## config.mk

```make
export PLATFORM = sky130hd
export DESIGN_NAME = scdp_sqr
export DESIGN_NICKNAME = d
export VERILOG_FILES = /design/src/sv/scdp_pkg.sv /design/src/sv/scdp_sqr.sv
export SDC_FILE = /design/constraint.sdc
export NUM_CORES = 1
export LEC_CHECK = 0
export ABC_AREA = 1
export BUFFER_PORTS_ARGS = -buffer_cell sky130_fd_sc_hd__buf_2
export CAP_MARGIN = 5
export CORE_MARGIN = 1
export CORE_UTILIZATION = 50
export CTS_BUF_LIST = sky130_fd_sc_hd__clkbuf_2
export DETAILED_ROUTE_END_ITERATION = 12
export PLACE_DENSITY = 0.67
export SYNTH_ARGS = -nofsm -noshare
export SYNTH_HDL_FRONTEND = slang
export SYNTH_SLANG_ARGS = --single-unit
```

## constraint.sdc

```tcl
create_clock -name i_clk -period 22.2 [get_ports i_clk]
set_clock_uncertainty 0.1 [all_clocks]
set_input_delay 4.44 -clock i_clk [delete_from_list [all_inputs] [get_ports i_clk]]
set_output_delay 4.44 -clock i_clk [all_outputs]
set_load 0.01 [all_outputs]
```

## src/sv/scdp_pkg.sv

```systemverilog
// Package for the segmentation clustering block: widths, cost infinity,
// configuration register indexes, sequencer state type and control struct.
// No dependencies.
package scdp_pkg;

    // Default sizes for the top-level parameters.
    localparam int DEF_MAX_SEGMENTS = 16;
    localparam int DEF_MAX_CLASSES  = 4;
    localparam int DEF_MAX_LENGTH   = 65536;

    // Fixed field widths.
    localparam int SAMPLE_W   = 16;
    localparam int POS_W      = 16;
    localparam int ROW_W      = 4;
    localparam int COST_W     = 50;
    localparam int SQ_W       = 32;
    localparam int NUM_MEANS  = 4;
    localparam int MEAN_IDX_W = 2;
    localparam int CC_W       = 3;
    localparam int SC_W       = 5;
    localparam int CFG_IDX_W  = 3;
    localparam int CFG_DATA_W = 16;

    // All ones stands for an infinite cost.
    localparam logic [COST_W-1:0] COST_INF = {COST_W{1'b1}};

    // Configuration register indexes.
    localparam logic [CFG_IDX_W-1:0] CFG_MEAN_0        = 3'd0;
    localparam logic [CFG_IDX_W-1:0] CFG_MEAN_1        = 3'd1;
    localparam logic [CFG_IDX_W-1:0] CFG_MEAN_2        = 3'd2;
    localparam logic [CFG_IDX_W-1:0] CFG_MEAN_3        = 3'd3;
    localparam logic [CFG_IDX_W-1:0] CFG_CLASS_COUNT   = 3'd4;
    localparam logic [CFG_IDX_W-1:0] CFG_SEGMENT_COUNT = 3'd5;

    // Sequencer states.
    typedef enum logic [2:0] {
        ST_IDLE,
        ST_SQ,
        ST_ROW,
        ST_RD,
        ST_UPD,
        ST_CMP,
        ST_EMIT
    } t_state;

    // Strobes from the sequencer to the datapath.
    typedef struct packed {
        logic accept;
        logic clear;
        logic sq_en;
        logic row_start;
        logic rd;
        logic upd;
        logic cmp;
        logic emit;
    } t_ctl;

endpackage

```

## src/sv/scdp_sqr.sv

```systemverilog
// Squared-difference unit: one shared subtract and multiply, computing
// (sample - mean)^2 for one class per cycle into a small register file.
// Depends on scdp_pkg.
module scdp_sqr import scdp_pkg::*; #(
    parameter int MAX_CLASSES = DEF_MAX_CLASSES,
    localparam int LW = (MAX_CLASSES > 1) ? $clog2(MAX_CLASSES) : 1
) (
    input  logic                       i_clk,
    input  t_ctl                       i_ctl,
    input  logic        [LW-1:0]       i_l,
    input  logic signed [SAMPLE_W-1:0] i_sample,
    input  logic signed [SAMPLE_W-1:0] i_mean [NUM_MEANS],
    output logic        [SQ_W-1:0]     o_sq
);

    logic signed [SAMPLE_W-1:0] r_x;
    logic        [SQ_W-1:0]     r_sq [MAX_CLASSES];
    logic signed [SAMPLE_W:0]   w_diff;
    logic        [SAMPLE_W-1:0] w_abs;
    logic        [SQ_W-1:0]     w_prod;

    // Difference, magnitude and square for the class under the counter.
    always_comb begin
        w_diff = {r_x[SAMPLE_W-1], r_x}
                 - {i_mean[MEAN_IDX_W'(i_l)][SAMPLE_W-1], i_mean[MEAN_IDX_W'(i_l)]};
        w_abs  = w_diff[SAMPLE_W] ? SAMPLE_W'(-w_diff) : w_diff[SAMPLE_W-1:0];
        w_prod = SQ_W'(w_abs) * SQ_W'(w_abs);
    end

    // Sample capture on request and square register file.
    always_ff @(posedge i_clk) begin
        if (i_ctl.accept) begin
            r_x <= i_sample;
        end
        if (i_ctl.sq_en) begin
            r_sq[i_l] <= w_prod;
        end
    end

    assign o_sq = r_sq[i_l];

endmodule

```

==> flow_summary.json <==
{
  "tns_ps": 0,
  "num_rows": 61,
  "hold_buffers": 0,
  "holdPathStages": 7,
  "outcome": "finished, final reports clean",
  "ys.flop_type": "edfxtp_1",
  "clkLatencyLatePin_ps": 710,
  "grt_pass1_vias": 10416,
  "n_fill_cell": 2471,
  "dieArea_sq_um": 29000,
  "port_buffers": 115,
  "critPathMostFrequentCell": "fa_1",
  "vias": 10441,
  "htree_levels": 4,
  "finalMaxSlewViolations": 0,
  "gp_congestion": 0.877,
  "fp.dieH_um": 170,
  "ioPinCount": 123,
  "yosysSeqAreaShare_pct": 29.7,
  "startpoint_type": "input port",
  "grt_pass1_wl_um": 52000,
  "drive_gt1_share_pct": 14.2,
  "crit_fanout": 26,
  "cp_num_buf_inv": 8,
  "hp-class": "register to register",
  "die_w_um": 170,
  "final_cell_mix": "316 x inv_1, 273 x nand2_1, 167 x fa_1",
  "path_delay_family": "adder cells",
  "ff2ff_path_depth": 33,
  "crit_cells": 39,
  "cap_violations": 0,
  "syn_avg_cell_area_sq_um": 9.35,
  "cpMaxStageDelayCell": "inv_1",
  "ys_async_sr_fraction_pct": 0,
  "final_common_cell": "inv_1",
  "antenna_found_initial": 1,
  "viasPerCell": 5.17,
  "crit_required_ps": 22590,
  "cts_root_buffer": "clkbuf_2",
  "synth_seq_cells": 140,
  "synth-edff-count": 140,
  "max_slew_margin_pct": 44.3,
  "critPathKind": "input port to register",
  "yosys_warnings": 0,
  "track_usage_pct": 23.3,
  "syn_area_sq_um": 14200,
  "finalSetupViolations": 0,
  "grt_setup_unrepaired": "false",
  "grt_max_degree": 47,
  "path_clk_slew_ps": 230,
  "syn_to_final_growth_pct": 8.86,
  "cts_resized": 0,
  "postRouteAntennaNets": 0,
  "fin_crit_sh_pct": 62.1,
  "overflow": 0,
  "post-dp-hpwl_um": 25500,
  "postCtsSetupRepairBufs": 0,
  "start_util_pct": 50.9,
  "wirelength_um": 32500,
  "fin_nets": 1995,
  "clock_path_buffers": 2,
  "numCtsBuffers": 17,
  "wire_per_inst_um": 16.1,
  "final_hold_viol_count": 0,
  "cts_tree": "done",
  "dr.pass1.iters": 6,
  "fmax_mhz": 72.6,
  "syn_inst": 1516,
  "cp-end-kind": "register",
  "cp.arrival_ps": 14160,
  "synthesis.nets": 1884,
  "cts.sinks": 140,
  "layout_min_cycle_time_ps": 13780,
  "worst_pin_slew_ps": 835,
  "max_stage_delay_ps": 620,
  "synth.distinct_cells": 48,
  "drt_iter0_markers": 707,
  "core_sq_um": 27900,
  "drc": 0
}
final cells by class:
type	count	area (sq um)	area share, %
antenna	1	2.50	0.0162
timing repair buffer	128	673	4.36
sequential	140	4200	27.2
inverter	338	1270	8.25
clock inverter	15	176	1.14
multi-input combinational	1002	8550	55.4
clock buffer	17	85.1	0.551
tap	378	473	3.06
synthesized netlist by cell type (2+ instances only):
master | n | area share (%)
inv_1 | 316 | 8.4
nand2_1 | 273 | 7.2
fa_1 | 167 | 24
edfxtp_1 | 140 | 30
nor2_1 | 121 | 3.2
ha_1 | 110 | 9.7
nand3_1 | 61 | 2.2
a22oi_1 | 53 | 2.8
a21oi_1 | 34 | 1.2
xor2_1 | 27 | 1.7
inv_2 | 20 | 0.53
clkbuf_1 | 19 | 0.50
o21ai_0 | 18 | 0.64
nand4_1 | 16 | 0.71
a221oi_1 | 15 | 0.93
a22o_1 | 15 | 0.93
nand2_2 | 12 | 0.53
nor2_2 | 8 | 0.35
nor3_1 | 8 | 0.28
nor2_4 | 7 | 0.56
xnor2_1 | 7 | 0.43
buf_2 | 6 | 0.21
a21o_1 | 5 | 0.26
buf_4 | 5 | 0.26
nand3_2 | 5 | 0.35
o21a_1 | 5 | 0.26
nand2_4 | 4 | 0.32
o211ai_1 | 4 | 0.21
o21ai_1 | 4 | 0.14
buf_1 | 3 | 0.079
buf_6 | 3 | 0.24
o21bai_1 | 3 | 0.16
a211oi_1 | 2 | 0.11
a21boi_0 | 2 | 0.11
and2_1 | 2 | 0.088
inv_4 | 2 | 0.088
nor3_2 | 2 | 0.14
xor2_2 | 2 | 0.23
metal layers:
layer  vias up  wire length (um)  track usage (%)
li1       5075                 -                -
met1      5096             15400             32.7
met2       244             15300             39.4
met3        26              1450             2.23
met4         0               380             4.86
met5         -                 0                0
stage by stage:
step / worst slack [ps] / area (sq um) / hold slack [ps] / util [%] / instances
6_report: 8420 / 15400 / 1060 / 55.4 / 2019
5_1_grt: 7780 / 15400 / 1160 / 55.4 / 2019
4_1_cts: 8470 / 15400 / 1080 / 55.4 / 2018
3_5_place_dp: 7740 / 15200 / 1030 / 54.5 / 1986
3_3_place_gp: 7800 / 15200 / 984 / 54.5 / 1986
2_1_floorplan: 9680 / 14200 / 884 / - / 1516
state kept, by name, indices dropped and copies added, names as in the netlist:
signal	flops
r_x	16
r_sq	124
path summary, 6_finish.rpt:
kind | startpoint | to | slack [ps]
setup / recovery | i_l[1] | r_sq[1][26] | 8420
hold / removal | r_x[14] | r_sq[1][31] | 1060
setup reg to reg | r_x[0] | r_sq[1][26] | 13330
hold reg to reg | r_x[14] | r_sq[1][31] | 1060
worst min-delay path, cell delays in order (launching register included):
cell and delay, ps:
edfxtp_1 380, ha_1 160, a21oi_1 70, inv_1 90, nand2_4 80, nand4_1 80, nand3_1 70, nand2_1 120
cell families (layout without fill, tap and decap cells):
kind of cell,count (synthesis),in the layout,share of synthesized area [%]
AO/OA/AOI/OAI,166,166,8.15
XOR/XNOR,37,37,2.52
adder cells (fa/ha/maj),277,277,33.3
buffers and inverters,374,498,10.3
flip-flops,140,140,29.7
other,1,2,0.0264
AND/OR/NAND/NOR,521,521,16.1
Power is left out: the tool's default activity adds up to more than one toggle a clock period on the data nets, which glitch-free logic cannot reach.
