==> config.mk <==
export PLATFORM = sky130hd
export DESIGN_NAME = scdp_seq
export DESIGN_NICKNAME = d
export VERILOG_FILES = /design/src/sv/scdp_pkg.sv /design/src/sv/scdp_seq.sv
export SDC_FILE = /design/constraint.sdc
export NUM_CORES = 1
export LEC_CHECK = 0
export ABC_AREA = 0
export BUFFER_PORTS_ARGS = -buffer_cell sky130_fd_sc_hd__buf_2
export CORE_MARGIN = 1
export CORE_UTILIZATION = 58
export CTS_CLUSTER_SIZE = 10
export DETAILED_ROUTE_END_ITERATION = 8
export GPL_ROUTABILITY_DRIVEN = 0
export GPL_TIMING_DRIVEN = 0
export PLACE_DENSITY_LB_ADDON = 0.15
export SLEW_MARGIN = 40
export SYNTH_ARGS = -nofsm -noshare
export SYNTH_HDL_FRONTEND = slang
export SYNTH_SLANG_ARGS = --single-unit
==> constraint.sdc <==
create_clock -name i_clk -period 4 [get_ports i_clk]
set_input_delay 0.2 -clock i_clk [delete_from_list [all_inputs] [get_ports i_clk]]
set_output_delay 0.2 -clock i_clk [all_outputs]
set_load 0.02 [all_outputs]
==> src/sv/scdp_pkg.sv <==
// Package for the segmentation clustering block: widths, cost infinity,
// configuration register indexes, sequencer state type and control struct.
// No dependencies.
package scdp_pkg;

    // Default sizes for the top-level parameters.
    localparam int DEF_MAX_SEGMENTS = 16;
    localparam int DEF_MAX_CLASSES  = 4;
    localparam int DEF_MAX_LENGTH   = 65536;

    // Fixed field widths.
    localparam int SAMPLE_W   = 16;
    localparam int POS_W      = 16;
    localparam int ROW_W      = 4;
    localparam int COST_W     = 50;
    localparam int SQ_W       = 32;
    localparam int NUM_MEANS  = 4;
    localparam int MEAN_IDX_W = 2;
    localparam int CC_W       = 3;
    localparam int SC_W       = 5;
    localparam int CFG_IDX_W  = 3;
    localparam int CFG_DATA_W = 16;

    // All ones stands for an infinite cost.
    localparam logic [COST_W-1:0] COST_INF = {COST_W{1'b1}};

    // Configuration register indexes.
    localparam logic [CFG_IDX_W-1:0] CFG_MEAN_0        = 3'd0;
    localparam logic [CFG_IDX_W-1:0] CFG_MEAN_1        = 3'd1;
    localparam logic [CFG_IDX_W-1:0] CFG_MEAN_2        = 3'd2;
    localparam logic [CFG_IDX_W-1:0] CFG_MEAN_3        = 3'd3;
    localparam logic [CFG_IDX_W-1:0] CFG_CLASS_COUNT   = 3'd4;
    localparam logic [CFG_IDX_W-1:0] CFG_SEGMENT_COUNT = 3'd5;

    // Sequencer states.
    typedef enum logic [2:0] {
        ST_IDLE,
        ST_SQ,
        ST_ROW,
        ST_RD,
        ST_UPD,
        ST_CMP,
        ST_EMIT
    } t_state;

    // Strobes from the sequencer to the datapath.
    typedef struct packed {
        logic accept;
        logic clear;
        logic sq_en;
        logic row_start;
        logic rd;
        logic upd;
        logic cmp;
        logic emit;
    } t_ctl;

endpackage

==> src/sv/scdp_seq.sv <==
// Sequencer: walks the classes for the squares, then each row and each
// class through read, update and compare; owns the position counter.
// Depends on scdp_pkg.
module scdp_seq import scdp_pkg::*; #(
    parameter int MAX_SEGMENTS = DEF_MAX_SEGMENTS,
    parameter int MAX_CLASSES  = DEF_MAX_CLASSES,
    parameter int MAX_LENGTH   = DEF_MAX_LENGTH,
    localparam int KW = (MAX_SEGMENTS > 1) ? $clog2(MAX_SEGMENTS) : 1,
    localparam int LW = (MAX_CLASSES > 1) ? $clog2(MAX_CLASSES) : 1,
    localparam int PW = $clog2(MAX_LENGTH)
) (
    input  logic            i_clk,
    input  logic            i_rst_n,
    input  logic            i_in_valid,
    input  logic            i_sos,
    input  logic [CC_W-1:0] i_class_count,
    input  logic [SC_W-1:0] i_segment_count,
    input  logic            i_out_free,
    output logic            o_in_stall,
    output t_ctl            o_ctl,
    output logic [KW-1:0]   o_k,
    output logic [LW-1:0]   o_l,
    output logic [PW-1:0]   o_pos,
    output logic            o_reach,
    output logic            o_row_last
);

    localparam int NCW = $clog2(MAX_CLASSES + 1);
    localparam int NRW = $clog2(MAX_SEGMENTS + 1);
    localparam logic [PW-1:0] POS_MAX = PW'(MAX_LENGTH - 1);

    t_state          r_state, n_state;
    logic [KW-1:0]   r_k, n_k;
    logic [LW-1:0]   r_l, n_l;
    logic [PW-1:0]   r_pos, n_pos;
    logic [NCW-1:0]  w_ncls;
    logic [NRW-1:0]  w_nrows;
    logic            w_l_last;
    t_ctl            w_ctl;

    // Register values outside the supported range are clamped.
    always_comb begin
        if (i_class_count == '0) begin
            w_ncls = NCW'(1);
        end else if (int'(i_class_count) > MAX_CLASSES) begin
            w_ncls = NCW'(MAX_CLASSES);
        end else begin
            w_ncls = NCW'(i_class_count);
        end
        if (i_segment_count == '0) begin
            w_nrows = NRW'(1);
        end else if (int'(i_segment_count) > MAX_SEGMENTS) begin
            w_nrows = NRW'(MAX_SEGMENTS);
        end else begin
            w_nrows = NRW'(i_segment_count);
        end
    end

    assign w_l_last   = (NCW'(r_l) == w_ncls - 1'b1);
    assign o_row_last = (NRW'(r_k) == w_nrows - 1'b1);
    assign o_reach    = (32'(r_pos) >= 32'(r_k));

    // State register and counters.
    always_ff @(posedge i_clk) begin
        if (!i_rst_n) begin
            r_state <= ST_IDLE;
            r_k     <= '0;
            r_l     <= '0;
            r_pos   <= '0;
        end else begin
            r_state <= n_state;
            r_k     <= n_k;
            r_l     <= n_l;
            r_pos   <= n_pos;
        end
    end

    // Next state and strobes.
    always_comb begin
        n_state = r_state;
        n_k     = r_k;
        n_l     = r_l;
        n_pos   = r_pos;
        w_ctl   = '0;
        unique case (r_state)
            ST_IDLE: begin
                if (i_in_valid) begin
                    w_ctl.accept = 1'b1;
                    w_ctl.clear  = i_sos;
                    if (i_sos) begin
                        n_pos = '0;
                    end
                    n_l     = '0;
                    n_state = ST_SQ;
                end
            end
            ST_SQ: begin
                w_ctl.sq_en = 1'b1;
                if (w_l_last) begin
                    n_l     = '0;
                    n_k     = '0;
                    n_state = ST_ROW;
                end else begin
                    n_l = r_l + 1'b1;
                end
            end
            ST_ROW: begin
                w_ctl.row_start = 1'b1;
                n_l     = '0;
                n_state = o_reach ? ST_RD : ST_EMIT;
            end
            ST_RD: begin
                w_ctl.rd = 1'b1;
                n_state  = ST_UPD;
            end
            ST_UPD: begin
                w_ctl.upd = 1'b1;
                n_state   = ST_CMP;
            end
            ST_CMP: begin
                w_ctl.cmp = 1'b1;
                if (w_l_last) begin
                    n_state = ST_EMIT;
                end else begin
                    n_l     = r_l + 1'b1;
                    n_state = ST_RD;
                end
            end
            ST_EMIT: begin
                if (i_out_free) begin
                    w_ctl.emit = 1'b1;
                    if (o_row_last) begin
                        if (r_pos != POS_MAX) begin
                            n_pos = r_pos + 1'b1;
                        end
                        n_state = ST_IDLE;
                    end else begin
                        n_k     = r_k + 1'b1;
                        n_state = ST_ROW;
                    end
                end
            end
            default: begin
                n_state = ST_IDLE;
            end
        endcase
    end

    assign o_ctl      = w_ctl;
    assign o_in_stall = (r_state != ST_IDLE);
    assign o_k        = r_k;
    assign o_l        = r_l;
    assign o_pos      = r_pos;

`ifndef ASSERT_OFF
    // An accepted request starts with the first class's square.
    a_accept_to_sq: assert property (@(posedge i_clk) disable iff (!i_rst_n)
        (i_in_valid && !o_in_stall) |=> (r_state == ST_SQ && r_l == '0))
        else $error("accepted request did not start the square phase");

    // The last row's result returns the sequencer to idle.
    a_last_to_idle: assert property (@(posedge i_clk) disable iff (!i_rst_n)
        (w_ctl.emit && o_row_last) |=> (r_state == ST_IDLE))
        else $error("sequencer did not return to idle after the last row");
`endif

endmodule

==> impl_metrics.py <==
metrics = {
    "floorplanning": {
        "die_area_um2": 3460,
        "floorplan.core_area_um2": 3050,
        "chipHeight_um": 58.8,
        "num_rows": 20,
        "floorplan.die.width_um": 58.8,
        "initial_utilization": 0.614,
        "num_io_pins": 46,
    },
    "synth": {
        "synth-warning-count": 0,
        "synth_nets": 261,
        "synth.avg_cell_area_um2": 7.81,
        "postSynth.asyncResetShare": 0,
        "seq_area_frac_synth": 0.267,
        "synth_cells": 240,
        "synth.cell_area_um2": 1870,
        "synth.lib_cells_used.distinct": 51,
        "synth_ff_type": "sky130_fd_sc_hd__dfxtp_1",
        "synth_enable_flop_cells": 0,
        "postSynthRegisterBits": 25,
    },
    "global_routing": {
        "maximum_number_of_pins_on_one_net_before_global_route_repair": 14,
        "overall_routing_resource_usage": 0.278,
        "grt_pass1_wl_um": 7450,
        "overflow": 0,
        "antenna_found_initial": 0,
        "grt_pass1_vias": 1640,
    },
    "layout": {
        "layout-area-overhead-vs-synth_pct": 16.4,
        "num-nets-final": 311,
        "final_layout_size_suffix_gt1_frac": 0.211,
        "antenna_diode_count": 0,
        "fill_cells": 289,
    },
    "cts": {
        "cts_made_buffers": 3,
        "numClockSinks": 25,
        "tritoncts": "built",
        "clk_pin_slew_ps": 150,
        "max-clock-path-buffers": 2,
        "post_cts_hold_buffer_count": 0,
        "h-tree-depth": 1,
        "clock_root_buffer_master": "sky130_fd_sc_hd__clkbuf_4",
        "clkLatencyLatePin_ps": 330,
        "cts_setup_buffers": 0,
        "cts.repair.resized": 0,
    },
    "critical_path": {
        "worstSetupStartpointType": "primary input",
        "worst_path_largest_cell_delay_ps": 550,
        "timing.critical_path.arrival_ps": 2820,
        "crit_fanout": 10,
        "worst_path_dominant_cell_family": "simple AND/OR/NAND/NOR gates",
        "critPathKind": "primary input to register",
        "critical_path_buf_inv_count": 2,
        "timing.critical_path.required_ps": 4290,
        "cpMaxStageDelayCell": "sky130_fd_sc_hd__or4_4",
        "category_of_the_worst_setup_path_capture_point": "register",
        "cell_breakdown_of_the_critical_path": "buf_2 > or4_4 > and2_1 > ha_1 > xnor2_1 > nor3_1 > and3_1 > a21oi_2 > buf_6 > or4_1 > nand2_1",
    },
    "timing": {
        "rsz_0062_raised_after_global_routing": "no",
        "final_worst_path_period_share": 0.633,
        "transition_time_at_the_pin_with_the_least_slew_margin_ps": 661,
        "finClkSkew_ps": 11.0,
        "fin_tns_setup_ps": 0,
        "finalHoldWorstSlack_ps": 187,
        "final_hold_viol_count": 0,
        "final-max-slew-violation-count": 0,
        "maximum_frequency_from_static_timing_analysis_mhz": 395,
        "final-setup-viol-count": 0,
        "max-slew-margin-rel": 0.557,
        "timing.final.crit_period_ps": 2530,
    },
    "route": {
        "route.antenna.remaining_nets": 0,
        "detailroute.via_count": 1945,
        "detail_route.wl_per_cell_um": 13.6,
        "finalWirelength_um": 4520,
        "drc": 0,
        "detail_route.iter0.violations": 68,
        "drt_pre_antenna_iters": 4,
        "route.detailed.vias_per_inst": 5.84,
    },
    "flow_run": {
        "max_cap_violations": 0,
    },
    "run_status": {
        "run_status": "completed",
    },
    "power_and_ir_drop": {
        "p_per_area_nw_per_um2": 214,
        "worst_ir_drop_vdd_mv": 0.134,
        "static-leakage-power_nw": 0.930,
    },
    "place": {
        "place.detailed.hpwl_um": 3480,
        "io_buffers": 45,
    },
    "worst_hold_path": {
        "holdCritPathClass": "primary input to register",
    },
}
[per-stage QoR]
stage | std cells | setup slack, ps | area [um^2] | util | total power [W]
floorplan | 240 | 1450 | 1870 | - | 0.000324
detailed placement | 329 | 1110 | 2150 | 0.706 | 0.000352
CTS | 333 | 1450 | 2180 | 0.714 | 0.000465
global route | 333 | 1290 | 2180 | 0.714 | 0.000484
finish | 333 | 1470 | 2180 | 0.714 | 0.000466
global placement | 329 | 1190 | 2150 | 0.706 | 0.000350
[cell usage in the layout (no fill, tap or decap), types with 2 or more instances in the layout]
| cell | Yosys | routed |
|---|---|---|
| sky130_fd_sc_hd__buf_2 | 1 | 46 |
| sky130_fd_sc_hd__dfxtp_1 | 25 | 25 |
| sky130_fd_sc_hd__nand2_1 | 22 | 22 |
| sky130_fd_sc_hd__nand3_1 | 16 | 16 |
| sky130_fd_sc_hd__a21oi_1 | 15 | 15 |
| sky130_fd_sc_hd__nor2_1 | 12 | 12 |
| sky130_fd_sc_hd__inv_1 | 11 | 11 |
| sky130_fd_sc_hd__and3_1 | 10 | 10 |
| sky130_fd_sc_hd__and2_1 | 9 | 9 |
| sky130_fd_sc_hd__nor3_1 | 9 | 9 |
| sky130_fd_sc_hd__o21ai_0 | 9 | 9 |
| sky130_fd_sc_hd__nand2b_1 | 8 | 8 |
| sky130_fd_sc_hd__or3_1 | 8 | 8 |
| sky130_fd_sc_hd__nand4_1 | 8 | 8 |
| sky130_fd_sc_hd__ha_1 | 8 | 8 |
| sky130_fd_sc_hd__or4_1 | 7 | 7 |
| sky130_fd_sc_hd__clkbuf_1 | 5 | 6 |
| sky130_fd_sc_hd__o211ai_1 | 6 | 6 |
| sky130_fd_sc_hd__and4_1 | 4 | 4 |
| sky130_fd_sc_hd__buf_6 | 3 | 3 |
| sky130_fd_sc_hd__nor2b_1 | 3 | 3 |
| sky130_fd_sc_hd__xnor2_1 | 3 | 3 |
| sky130_fd_sc_hd__clkbuf_4 | 0 | 3 |
| sky130_fd_sc_hd__a21o_1 | 2 | 2 |
| sky130_fd_sc_hd__o2111ai_1 | 2 | 2 |
| sky130_fd_sc_hd__xor2_1 | 2 | 2 |
| sky130_fd_sc_hd__nor3b_1 | 2 | 2 |
| sky130_fd_sc_hd__o221ai_1 | 2 | 2 |
| sky130_fd_sc_hd__o21ai_1 | 2 | 2 |
| sky130_fd_sc_hd__o21a_1 | 2 | 2 |
| sky130_fd_sc_hd__mux2i_1 | 2 | 2 |
| sky130_fd_sc_hd__a31oi_1 | 2 | 2 |
[path summary, 6_finish.rpt]
path	startpoint	end	cells after the start	slack [ps]
setup / recovery	i_segment_count[4]	o_pos[5]$_SDFFE_PN0P_	11	1470
hold reg to reg	o_pos[15]$_SDFFE_PN0P_	o_pos[15]$_SDFFE_PN0P_	2	530
hold / removal	i_out_free	o_k[1]$_SDFFE_PN0P_	3	190
setup reg to reg	o_pos[1]$_SDFFE_PN0P_	o_pos[15]$_SDFFE_PN0P_	8	1710
[sequential cells by signal, indices dropped and copies added (netlist names)]
register	cells
o_l	2
r_state	3
o_k	4
o_pos	16
[Yosys cell counts, types with 4 or more instances]
master	number	share of area
sky130_fd_sc_hd__a21oi_1	15	0.040
sky130_fd_sc_hd__and2_1	9	0.030
sky130_fd_sc_hd__and3_1	10	0.033
sky130_fd_sc_hd__and4_1	4	0.019
sky130_fd_sc_hd__clkbuf_1	5	0.010
sky130_fd_sc_hd__dfxtp_1	25	0.27
sky130_fd_sc_hd__ha_1	8	0.053
sky130_fd_sc_hd__inv_1	11	0.022
sky130_fd_sc_hd__nand2_1	22	0.044
sky130_fd_sc_hd__nand2b_1	8	0.027
sky130_fd_sc_hd__nand3_1	16	0.043
sky130_fd_sc_hd__nand4_1	8	0.027
sky130_fd_sc_hd__nor2_1	12	0.024
sky130_fd_sc_hd__nor3_1	9	0.024
sky130_fd_sc_hd__o211ai_1	6	0.024
sky130_fd_sc_hd__o21ai_0	9	0.024
sky130_fd_sc_hd__or3_1	8	0.027
sky130_fd_sc_hd__or4_1	7	0.028
[power by group]
part	leakage (nW)	switching, W	internal (W)
Clock	0.0150	0.0000801	0.0000391
Combinational	0.713	0.0000579	0.0000351
Sequential	0.202	0.00000233	0.000252
[final cells by class]
class	count	area, um^2	share of cell area
inverters	11	41.3	0.0189
flip-flops and latches	25	500	0.229
well taps	44	55.1	0.0252
repair buffers	45	225	0.103
clock buffers	4	26.3	0.0120
plain buffers	9	57.6	0.0264
multi-input cells	195	1270	0.585
[metal layers]
metal	vias to the layer above	track usage	routed length, um
li1	995	-	-
met1	891	0.379	2100
met2	49	0.456	2180
met3	10	0.0330	183
met4	0	0.0884	63
met5	-	0	0
[cell families (layout without fill, tap and decap cells)]
group | count (synthesis) | count (layout) | synth area share
mux | 2 | 2 | 0.0107
fa+ha+maj | 8 | 8 | 0.0534
buf+inv | 20 | 69 | 0.0527
flops | 25 | 25 | 0.267
simple gates | 126 | 126 | 0.394
xor+xnor | 5 | 5 | 0.0234
compound gates | 54 | 54 | 0.199
[worst register-to-register path: stages, from the launching register on]
cell and delay [ps]:
sky130_fd_sc_hd__dfxtp_1 380, sky130_fd_sc_hd__ha_1 260, sky130_fd_sc_hd__and2_1 190, sky130_fd_sc_hd__and4_1 250, sky130_fd_sc_hd__a221oi_4 400, sky130_fd_sc_hd__buf_6 200, sky130_fd_sc_hd__nand4_1 100, sky130_fd_sc_hd__or3_1 320
sky130_fd_sc_hd__a21oi_1 140
No activity file was read; power rests on OpenSTA's default activity.
